--- src/hw/rtl/cfwe_pkg.sv ---
// ----------------------------------------------------------------------------
// Cassette FSK wave encoder package
// Payload types, kind codes, sample patterns and controller states.
// ----------------------------------------------------------------------------
package cfwe_pkg;

   localparam logic [1:0] FUNC_LEADER = 2'd0;
   localparam logic [1:0] FUNC_SLOW   = 2'd1;
   localparam logic [1:0] FUNC_FAST   = 2'd2;
   localparam logic [1:0] FUNC_UNUSED = 2'd3;

   localparam int FRAME_BITS = 12;
   localparam int COUNT_BITS = 4;

   localparam logic [COUNT_BITS-1:0] LEADER_NBITS = 4'd8;
   localparam logic [COUNT_BITS-1:0] FRAMED_NBITS = 4'd12;

   localparam logic [3:0] SLOW_SAMPLES = 4'd8;
   localparam logic [3:0] FAST_SAMPLES = 4'd2;

   // Patterns packed with the first sample in bit 0.
   localparam logic [7:0] SLOW_ZERO_POS = 8'hAA;
   localparam logic [7:0] SLOW_ZERO_NEG = 8'h55;
   localparam logic [7:0] SLOW_ONE_POS  = 8'hCC;
   localparam logic [7:0] SLOW_ONE_NEG  = 8'h33;
   localparam logic [7:0] FAST_ZERO_POS = 8'h02;
   localparam logic [7:0] FAST_ZERO_NEG = 8'h01;
   localparam logic [7:0] FAST_ONE_POS  = 8'h00;
   localparam logic [7:0] FAST_ONE_NEG  = 8'h03;

   typedef struct packed {
      logic [1:0] func;
      logic [7:0] byte_value;
   } req_type;

   typedef struct packed {
      logic [7:0] samples;
      logic [3:0] sample_count;
      logic       last_bit;
   } rsp_type;

   typedef enum logic {
      ST_IDLE,
      ST_SEND
   } state_type;

   typedef struct packed {
      logic load;
      logic emit;
   } cmd_type;

   typedef struct packed {
      logic kind_used;
      logic out_free;
      logic last;
   } status_type;

endpackage

--- src/hw/rtl/cfwe_ctrl.sv ---
// ----------------------------------------------------------------------------
// Cassette FSK wave encoder controller
// Sequences byte loads and per-bit result emission.
// ----------------------------------------------------------------------------
module cfwe_ctrl (
   input  logic                  clock,
   input  logic                  reset,
   input  logic                  req_valid,
   output logic                  req_stall,
   input  cfwe_pkg::status_type  status,
   output cfwe_pkg::cmd_type     cmd
);

   cfwe_pkg::state_type state_ff;
   cfwe_pkg::state_type state_in;
   logic                accept;

   always_ff @(posedge clock) begin
      if (reset) begin
         state_ff <= cfwe_pkg::ST_IDLE;
      end else begin
         state_ff <= state_in;
      end
   end

   assign accept = req_valid && !req_stall;

   always_comb begin
      state_in  = state_ff;
      req_stall = 1'b1;
      cmd.emit  = 1'b0;
      unique case (state_ff)
         cfwe_pkg::ST_IDLE: begin
            req_stall = 1'b0;
            if (accept && status.kind_used) begin
               state_in = cfwe_pkg::ST_SEND;
            end
         end
         cfwe_pkg::ST_SEND: begin
            cmd.emit = status.out_free;
            // The next byte may enter in the cycle that the final bit leaves.
            req_stall = !(status.out_free && status.last);
            if (status.out_free && status.last) begin
               state_in = (accept && status.kind_used) ? cfwe_pkg::ST_SEND
                                                       : cfwe_pkg::ST_IDLE;
            end
         end
         default: begin
            state_in = cfwe_pkg::ST_IDLE;
         end
      endcase
      cmd.load = accept && status.kind_used;
   end

endmodule

--- src/hw/rtl/cfwe_datapath.sv ---
// ----------------------------------------------------------------------------
// Cassette FSK wave encoder datapath
// Frame shift register, bit counter, polarity and the result register.
// ----------------------------------------------------------------------------
module cfwe_datapath (
   input  logic                  clock,
   input  logic                  reset,
   input  cfwe_pkg::req_type     req_payload,
   output logic                  rsp_valid,
   input  logic                  rsp_stall,
   output cfwe_pkg::rsp_type     rsp_payload,
   input  cfwe_pkg::cmd_type     cmd,
   output cfwe_pkg::status_type  status
);

   logic [cfwe_pkg::FRAME_BITS-1:0] frame_ff, frame_in;
   logic [cfwe_pkg::COUNT_BITS-1:0] left_ff, left_in;
   logic                            fast_ff, fast_in;
   logic                            polarity_ff, polarity_in;
   logic                            rsp_valid_ff, rsp_valid_in;
   cfwe_pkg::rsp_type               rsp_ff, rsp_in;
   logic                            bit_now;
   logic [7:0]                      wave;

   assign bit_now = frame_ff[0];

   always_comb begin
      if (!fast_ff) begin
         if (!bit_now) wave = polarity_ff ? cfwe_pkg::SLOW_ZERO_POS : cfwe_pkg::SLOW_ZERO_NEG;
         else          wave = polarity_ff ? cfwe_pkg::SLOW_ONE_POS  : cfwe_pkg::SLOW_ONE_NEG;
      end else begin
         if (!bit_now) wave = polarity_ff ? cfwe_pkg::FAST_ZERO_POS : cfwe_pkg::FAST_ZERO_NEG;
         else          wave = polarity_ff ? cfwe_pkg::FAST_ONE_POS  : cfwe_pkg::FAST_ONE_NEG;
      end
   end

   always_comb begin
      frame_in     = frame_ff;
      left_in      = left_ff;
      fast_in      = fast_ff;
      polarity_in  = polarity_ff;
      rsp_in       = rsp_ff;
      rsp_valid_in = rsp_valid_ff && rsp_stall;
      if (cmd.emit) begin
         rsp_in.samples      = wave;
         rsp_in.sample_count = fast_ff ? cfwe_pkg::FAST_SAMPLES : cfwe_pkg::SLOW_SAMPLES;
         rsp_in.last_bit     = (left_ff == cfwe_pkg::COUNT_BITS'(1));
         rsp_valid_in        = 1'b1;
         frame_in            = {1'b0, frame_ff[cfwe_pkg::FRAME_BITS-1:1]};
         left_in             = left_ff - cfwe_pkg::COUNT_BITS'(1);
         // Every one bit at 2400 baud flips the polarity after its wave.
         if (fast_ff && bit_now) begin
            polarity_in = !polarity_ff;
         end
      end
      if (cmd.load) begin
         fast_in = (req_payload.func == cfwe_pkg::FUNC_FAST);
         if (req_payload.func == cfwe_pkg::FUNC_LEADER) begin
            frame_in = {4'b0000, req_payload.byte_value};
            left_in  = cfwe_pkg::LEADER_NBITS;
         end else begin
            frame_in = {3'b111, req_payload.byte_value, 1'b0};
            left_in  = cfwe_pkg::FRAMED_NBITS;
         end
      end
   end

   always_ff @(posedge clock) begin
      if (reset) begin
         left_ff      <= '0;
         polarity_ff  <= 1'b1;
         rsp_valid_ff <= 1'b0;
      end else begin
         left_ff      <= left_in;
         polarity_ff  <= polarity_in;
         rsp_valid_ff <= rsp_valid_in;
      end
   end

   always_ff @(posedge clock) begin
      frame_ff <= frame_in;
      fast_ff  <= fast_in;
      rsp_ff   <= rsp_in;
   end

   assign rsp_valid        = rsp_valid_ff;
   assign rsp_payload      = rsp_ff;
   assign status.kind_used = (req_payload.func != cfwe_pkg::FUNC_UNUSED);
   assign status.out_free  = !rsp_valid_ff || !rsp_stall;
   assign status.last      = (left_ff == cfwe_pkg::COUNT_BITS'(1));

endmodule

--- src/hw/rtl/cassette_fsk_wave_encoder_unit.sv ---
// ----------------------------------------------------------------------------
// Cassette FSK wave encoder
// Turns tape bytes into one-bit waveform samples, one result beat per bit.
// ----------------------------------------------------------------------------
// The request channel carries a byte and its kind: leader/gap bytes send
// 8 unframed bits at 600 baud, data bytes send a start bit, 8 data bits and
// three stop bits at 600 or 2400 baud. Kind 3 is taken and dropped.
// Each response beat holds the samples of one bit, their count and a flag
// on the final bit of the byte.
// The first response beat appears once the byte has passed through the frame
// shift register and then the output register; further beats follow one per
// cycle while the receiver does not stall, from the frame shift register and
// bit counter in the datapath. The next byte is taken in the cycle that the
// final bit enters the output register, so at full rate no gap falls between bytes.
// Reset empties the output register, returns the controller to idle and
// sets the polarity positive. The polarity carries over from byte to byte.
// While the receiver stalls, the output register holds its beat and the
// controller waits; the request channel stalls once a byte is in progress.
// ----------------------------------------------------------------------------
module cassette_fsk_wave_encoder_unit (
   input  logic              clock,
   input  logic              reset,
   input  logic              req_valid,
   output logic              req_stall,
   input  cfwe_pkg::req_type req_payload,
   output logic              rsp_valid,
   input  logic              rsp_stall,
   output cfwe_pkg::rsp_type rsp_payload
);

   cfwe_pkg::cmd_type    cmd;
   cfwe_pkg::status_type status;

   cfwe_ctrl u_ctrl (
      .clock     (clock),
      .reset     (reset),
      .req_valid (req_valid),
      .req_stall (req_stall),
      .status    (status),
      .cmd       (cmd)
   );

   cfwe_datapath u_datapath (
      .clock       (clock),
      .reset       (reset),
      .req_payload (req_payload),
      .rsp_valid   (rsp_valid),
      .rsp_stall   (rsp_stall),
      .rsp_payload (rsp_payload),
      .cmd         (cmd),
      .status      (status)
   );

endmodule

--- config.mk ---
export PLATFORM = sky130hd
export DESIGN_NAME = cassette_fsk_wave_encoder_unit
export DESIGN_NICKNAME = d
export VERILOG_FILES = /design/src/hw/rtl/cfwe_pkg.sv /design/src/hw/rtl/cfwe_ctrl.sv /design/src/hw/rtl/cfwe_datapath.sv /design/src/hw/rtl/cassette_fsk_wave_encoder_unit.sv
export SDC_FILE = /design/constraint.sdc
export NUM_CORES = 1
export LEC_CHECK = 0
export BUFFER_PORTS_ARGS = -buffer_cell sky130_fd_sc_hd__buf_2
export CORE_ASPECT_RATIO = 0.75
export CORE_MARGIN = 3
export CORE_UTILIZATION = 32
export CTS_BUF_LIST = sky130_fd_sc_hd__clkbuf_4
export CTS_CLUSTER_SIZE = 40
export DETAILED_ROUTE_END_ITERATION = 6
export HOLD_SLACK_MARGIN = 0.1
export PLACE_DENSITY_LB_ADDON = 0.3
export SYNTH_ARGS = -nofsm -noshare
export SYNTH_HDL_FRONTEND = slang
export SYNTH_SLANG_ARGS = --single-unit
--- constraint.sdc ---
create_clock -name clock -period 1.9 [get_ports clock]
set_clock_uncertainty 0.15 [all_clocks]
set_input_delay 0.19 -clock clock [delete_from_list [all_inputs] [get_ports clock]]
set_output_delay 0.19 -clock clock [all_outputs]
set_load 0.1 [all_outputs]
# Yosys cells after proc, flatten, opt, wreduce, memory -nomap -nowiden

Cells that the tools add are included.
Widths: inputs -> output; s select.

Register bits after elaboration: 33
Input bits: 14
Output and inout bits: 15
Logic and storage cells: 48

Eq/ne operators: 3
Multiplexer cells: 20
Bitwise gates (word level): 1
Reduce and logical (&&, ||, !) cells: 14
Add/sub/neg operators: 1

Operators with widths:

| cell                | count |
|---|---|
| $mux 8              | 5 |
| $mux 12             | 3 |
| $mux 4              | 3 |
| $logic_and 1x1->1   | 5 |
| $logic_not 1->1     | 5 |
| $eq 4x1->1 const B  | 1 |
| $mux 1              | 4 |
| $mux 2              | 2 |
| $pmux 1 s2          | 2 |
| $sub 4x1->4 const B | 1 |
| $mux 3              | 1 |
| $eq 2x2->1 const B  | 1 |
| $logic_not 2->1     | 1 |
| $ne 2x2->1 const B  | 1 |
| $reduce_and 2->1    | 1 |
| $reduce_bool 2->1   | 1 |
| $logic_or 1x1->1    | 1 |
| $not 1->1           | 1 |

# Logic depth before layout (Yosys ltp)

Depth in word-level cells: 11
Depth in mapped cells: 9
Gate-level depth less buffers: 8

# Cells and area by module

From an unflattened synthesis, not the netlist that was laid out.

Cell total of the unflattened synthesis: 110
Area total of the unflattened synthesis: 1313.8 um2

By module, submodules not included:

| module        | area an instance (um2) | cells an instance | times used |
|---|---|---|---|
| cfwe_datapath | 1256.2                 | 103               | 1 |
| cfwe_ctrl     | 57.6                   | 7                 | 1 |

# Least setup slack after synthesis

Ideal clock, no wire load.

Kind: flip-flop to flip-flop
From: register u_datapath.rsp_valid_ff, in the netlist u_datapath.rsp_valid
To: register u_datapath.frame_ff[0] in the netlist's numbering, enable pin
Data required time: 1469 ps
Arrival time: 1889 ps
Setup slack: -420 ps
Path buffers: 0
Library setup time: 281 ps
Stages on the path, launching flop included: 6
Cells stage by stage: dfxtp_1 > and2_1 > o21ai_4 > nand2b_4 > clkinv_4 > or2_2

Longest elaborated chain between the ends: 9

Ends and longest elaborated chain:

| what                            | RTL line            | RTL |
|---|---|---|
| from (decl)                     | cfwe_datapath.sv:20 | `logic rsp_valid_ff, rsp_valid_in;` |
| from (signal assigned)          | cfwe_datapath.sv:76 | `rsp_valid_ff <= rsp_valid_in;` |
| $logic_not 1->1 (*)             | cfwe_datapath.sv:89 | `assign status.out_free = !rsp_valid_ff \|\| !rsp_stall;` |
| $logic_or 1x1->1 (*)            | cfwe_datapath.sv:89 |  |
| $logic_and 1x1->1               | cfwe_ctrl.sv:42     | `req_stall = !(status.out_free && status.last);` |
| $logic_not 1->1                 | cfwe_ctrl.sv:42     |  |
| $pmux 1 s2                      | cfwe_ctrl.sv:32     | `unique case (state_ff)` |
| $logic_not 1->1                 | cfwe_ctrl.sv:26     | `assign accept = req_valid && !req_stall;` |
| $logic_and 1x1->1               | cfwe_ctrl.sv:26     |  |
| $logic_and 1x1->1               | cfwe_ctrl.sv:52     | `cmd.load = accept && status.kind_used;` |
| $reduce_bool 2->1 (no line) (*) | -                   |  |
| to (signal assigned)            | cfwe_datapath.sv:81 | `frame_ff <= frame_in;` |
| to (decl)                       | cfwe_datapath.sv:16 | `logic [cfwe_pkg::FRAME_BITS-1:0] frame_ff, frame_in;` |

Mark *: on every way between the ends. The rest lies on a longest branch, timed or not.
A chain may end at the register's enable or synchronous reset.

# Worst setup path in the final report

From: register u_datapath.left_ff[1] in the netlist's numbering
To: output req_stall

Longest elaborated chain between the ends: 4

Ends and longest elaborated chain:

| what                   | RTL line                             | RTL |
|---|---|---|
| from (decl)            | cfwe_datapath.sv:17                  | `logic [cfwe_pkg::COUNT_BITS-1:0] left_ff, left_in;` |
| from (signal assigned) | cfwe_datapath.sv:74                  | `left_ff <= left_in;` |
| $eq 4x1->1             | cfwe_datapath.sv:90                  | `assign status.last = (left_ff == cfwe_pkg::COUNT_BITS'(1));` |
| $logic_and 1x1->1      | cfwe_ctrl.sv:42                      |  |
| $logic_not 1->1        | cfwe_ctrl.sv:42                      |  |
| $pmux 1 s2             | cfwe_ctrl.sv:32                      |  |
| to (decl)              | cassette_fsk_wave_encoder_unit.sv:24 | `output logic req_stall,` |

Every way passes these cells.

==> results.yml <==
timing:
  max_freq_mhz: 497.4
  setup-violations-final: 23
  hold_viol: 0
  fin_crit_sh: 1.058
  fin_crit_ns: 2.010
  setup_ws_ns: -0.1103
  drv_slew: 0
  rsz0062_at_grt: "yes"
place:
  dpl.hpwl_um: 1672
  place.gp.congestion: 0.8002
  dp_slack_ns: -0.01178
  portBuffers: 26
drt:
  drc: 0
  num_vias: 949
  routed_wl_um: 2752
  drtIter0Drc: 29
  firstDrtPassIters: 4
  wl_per_cell_um: 12.86
  viasPerCell: 4.435
  ant_nets: 0
worst_setup_path:
  cp_data_required_time_ns: 1.56
  cp_max_fo: 2
  regToRegSetupSlack_ns: -0.06
  reg2reg_depth: 8
  reg2reg_from: "u_datapath.left_ff[1]"
  cp-end-kind: "output port"
  worst_ep_arrival_time_ns: 1.67
  startpoint_type: "flip-flop"
  cp_cell_sequence: "inv_2 -> ha_4 -> or3b_4 -> o21ai_4 -> buf_6 -> inv_4 -> buf_12"
  critPathLaunch: "u_datapath.left_ff[1]"
  slowest_stage: "or3b_4"
  worst-setup-path-type: "reg -> out"
  crit_path_max_incr_delay_ns: 0.39
  crit_path_end: "req_stall"
  timing.rr.end: "u_datapath.frame_ff[10]"
die:
  io_pins: 29
  rows: 19
  floorplan.initialDensity: 0.3539
  die_w_um: 81.59
  dieArea_um2: 5115
  die_h_um: 62.69
  core_region_area_um2: 3875
synth:
  syn-mean-instance-area_um2: 12.70
  yosysMostFrequentCell: "edfxtp_1"
  synthFlopType: "edfxtp_1"
  synthDistinctLibCells: 34
  netlist_area_um2: 1371
  synth-edff-count: 22
  synthAdderAreaFrac: 0.01825
  muxShareOfSynthArea: 0.05109
  yosysTopAreaCellShare: 0.4818
  synth_top_family_by_area: "simple AND/OR/NAND/NOR gates"
  synth_common_cells: "edfxtp_1, inv_1"
  yosysSeqAreaShare: 0.5839
  synth-simple-area-share: 0.1168
  synth-compound-area-share: 0.1168
  synth.largest_area_cell: "edfxtp_1"
  ys_ff_latch: 29
  syn_inst: 108
  synth_xor_xnor_area_share: 0.03193
  synth_warnings: 0
  synth.area.top_cells: "edfxtp_1, dfxtp_1, mux2i_1, a21oi_2, nor2_2"
  ys_async_sr_fraction: 0
grt:
  grt_pass1_vias: 913
  antenna_found_initial: 0
  grt_pass1_wl_um: 4008
  overflow: 0
  grt_start_max_net_pins: 22
  track_usage: 0.1072
pwr:
  p_switching_mw: 0.5452
  pwr-share-clk: 0.221
  ir_drop_mv: 0.4878
  power_density_nw_per_um2: 855.7
  power_frac_seq: 0.486
  leakagePower_nw: 0.7797
  combPwrFrac: 0.293
  swShare: 0.3332
  power.internal_mw: 1.091
layout:
  fill_cells: 357
  fin_util: 0.4934
  areaGrowthSynthToFinish_pct: 39.42
  area.sequential_um2: 807.0
  drive_above_1_share: 0.4815
  multi_input_comb_area_um2: 521.8
  diodes: 0
  fin_nets: 177
cts:
  cts_made_buffers: 5
  clock_latency_ns: 0.32
  htree_levels: 2
  cts_tree: "done"
  cts_sinks: 29
  cts-root-buf: "clkbuf_4"
  cts.clk_slew.worst_paths_ns: 0.09
  clock_path_buffers: 2
worst_hold_path:
  hp-class: "in -> reg"
status:
  violations: "negative setup slack"
  run_status: "finished with violations"
run:
  cap_violations: 0
## how the worst min path moves through the flow
| stage | startpoint | end | slack, ns | cells after the start |
|---|---|---|---|---|
| detailed placement | reset | u_ctrl.state_ff | 0.28 | 2 |
| floorplan | reset | u_ctrl.state_ff | 0.11 | 1 |
| CTS | req_payload[5] | u_datapath.frame_ff[5] | 0.10 | 3 |
| global placement | reset | u_datapath.left_ff[3] | 0.27 | 2 |
| finish | req_payload[5] | u_datapath.frame_ff[5] | 0.12 | 3 |
| global route | req_payload[6] | u_datapath.frame_ff[6] | 0.10 | 3 |
## what timing repair did
item	4_1_cts	5_1_grt
buffers inserted	3	3
setup endpoints to repair	13	26
gates resized for setup	14	5
hold endpoints to repair	12	1
pin swaps	3	2
hold buffers	10	1
gates cloned	1	3
## metrics by stage
stage | area (um^2) | total power, mW | hold WS, ns | cells | setup TNS, ns
2_1_floorplan | 1381 | 1.129 | 0.1091 | 109 | 0
3_3_place_gp | 1569 | 1.191 | 0.2724 | 186 | 0
3_5_place_dp | 1569 | 1.198 | 0.2780 | 186 | -0.1392
4_1_cts | 1797 | 1.608 | 0.1003 | 208 | -1.249
5_1_grt | 1912 | 1.721 | 0.1026 | 214 | -2.560
6_report | 1912 | 1.636 | 0.1245 | 214 | -1.088
## power groups by stage
| stage | logic (mW) | registers (mW) | clock network [mW] |
|---|---|---|---|
| after CTS | 0.433 | 0.796 | 0.379 |
| after floorplan | 0.220 | 0.909 | 0 |
| final | 0.479 | 0.795 | 0.361 |
| after detailed placement | 0.390 | 0.808 | 0 |
| after global placement | 0.385 | 0.806 | 0 |
| after global routing | 0.510 | 0.802 | 0.409 |
## worst max-delay path, delay by kind of cell, from the launching register on
kind / cells / cell delay (ns)
AO/OA/AOI/OAI: 1 / 0.15
adder cells (fa/ha/maj): 1 / 0.11
buffers and inverters: 4 / 0.37
flip-flops: 1 / 0.33
AND/OR/NAND/NOR: 1 / 0.39
## flip-flops by register name (all words and copies together), names as in the netlist
signal	cells
u_datapath.polarity_ff	1
u_datapath.rsp_valid	1
u_datapath.frame_ff	12
u_datapath.left_ff	4
u_datapath.rsp_payload	9
u_datapath.fast_ff	1
u_ctrl.state_ff	1
## layer usage
layer / GRT usage / vias up / part of all wire
li1: - / 479 / -
met1: 0.1262 / 439 / 0.44
met2: 0.1616 / 23 / 0.47
met3: 0.04467 / 8 / 0.060
met4: 0.06224 / 0 / 0.022
met5: 0 / - / 0
## cells by family (layout without fill, tap and decap cells)
family | after synthesis | count (layout)
other cells | 1 | 2
fa+ha+maj | 2 | 2
mux | 7 | 7
compound gates | 19 | 19
xor+xnor | 5 | 5
buf+inv | 17 | 69
simple gates | 28 | 29
flops | 29 | 29
## layout by cell type (no fill, tap or decap), types with 4 or more instances in the layout
cell,synthesis,routed
a21oi_2,7,7
buf_2,0,25
buf_4,4,9
clkbuf_4,0,6
dfxtp_1,7,4
dlygate4sd3_1,0,11
edfxtp_1,22,22
inv_1,9,7
mux2i_1,7,7
nor2_1,6,6
nor2_2,7,7
## layout make-up
class / instances / share of cell area
clock buffer: 6 / 0.02356
clock inverter: 2 / 0.005236
inverter: 10 / 0.02487
multi-input combinational: 64 / 0.2729
sequential: 29 / 0.4221
tap: 52 / 0.03403
timing repair buffer: 51 / 0.2173
No activity file was read; power rests on OpenSTA's default activity.
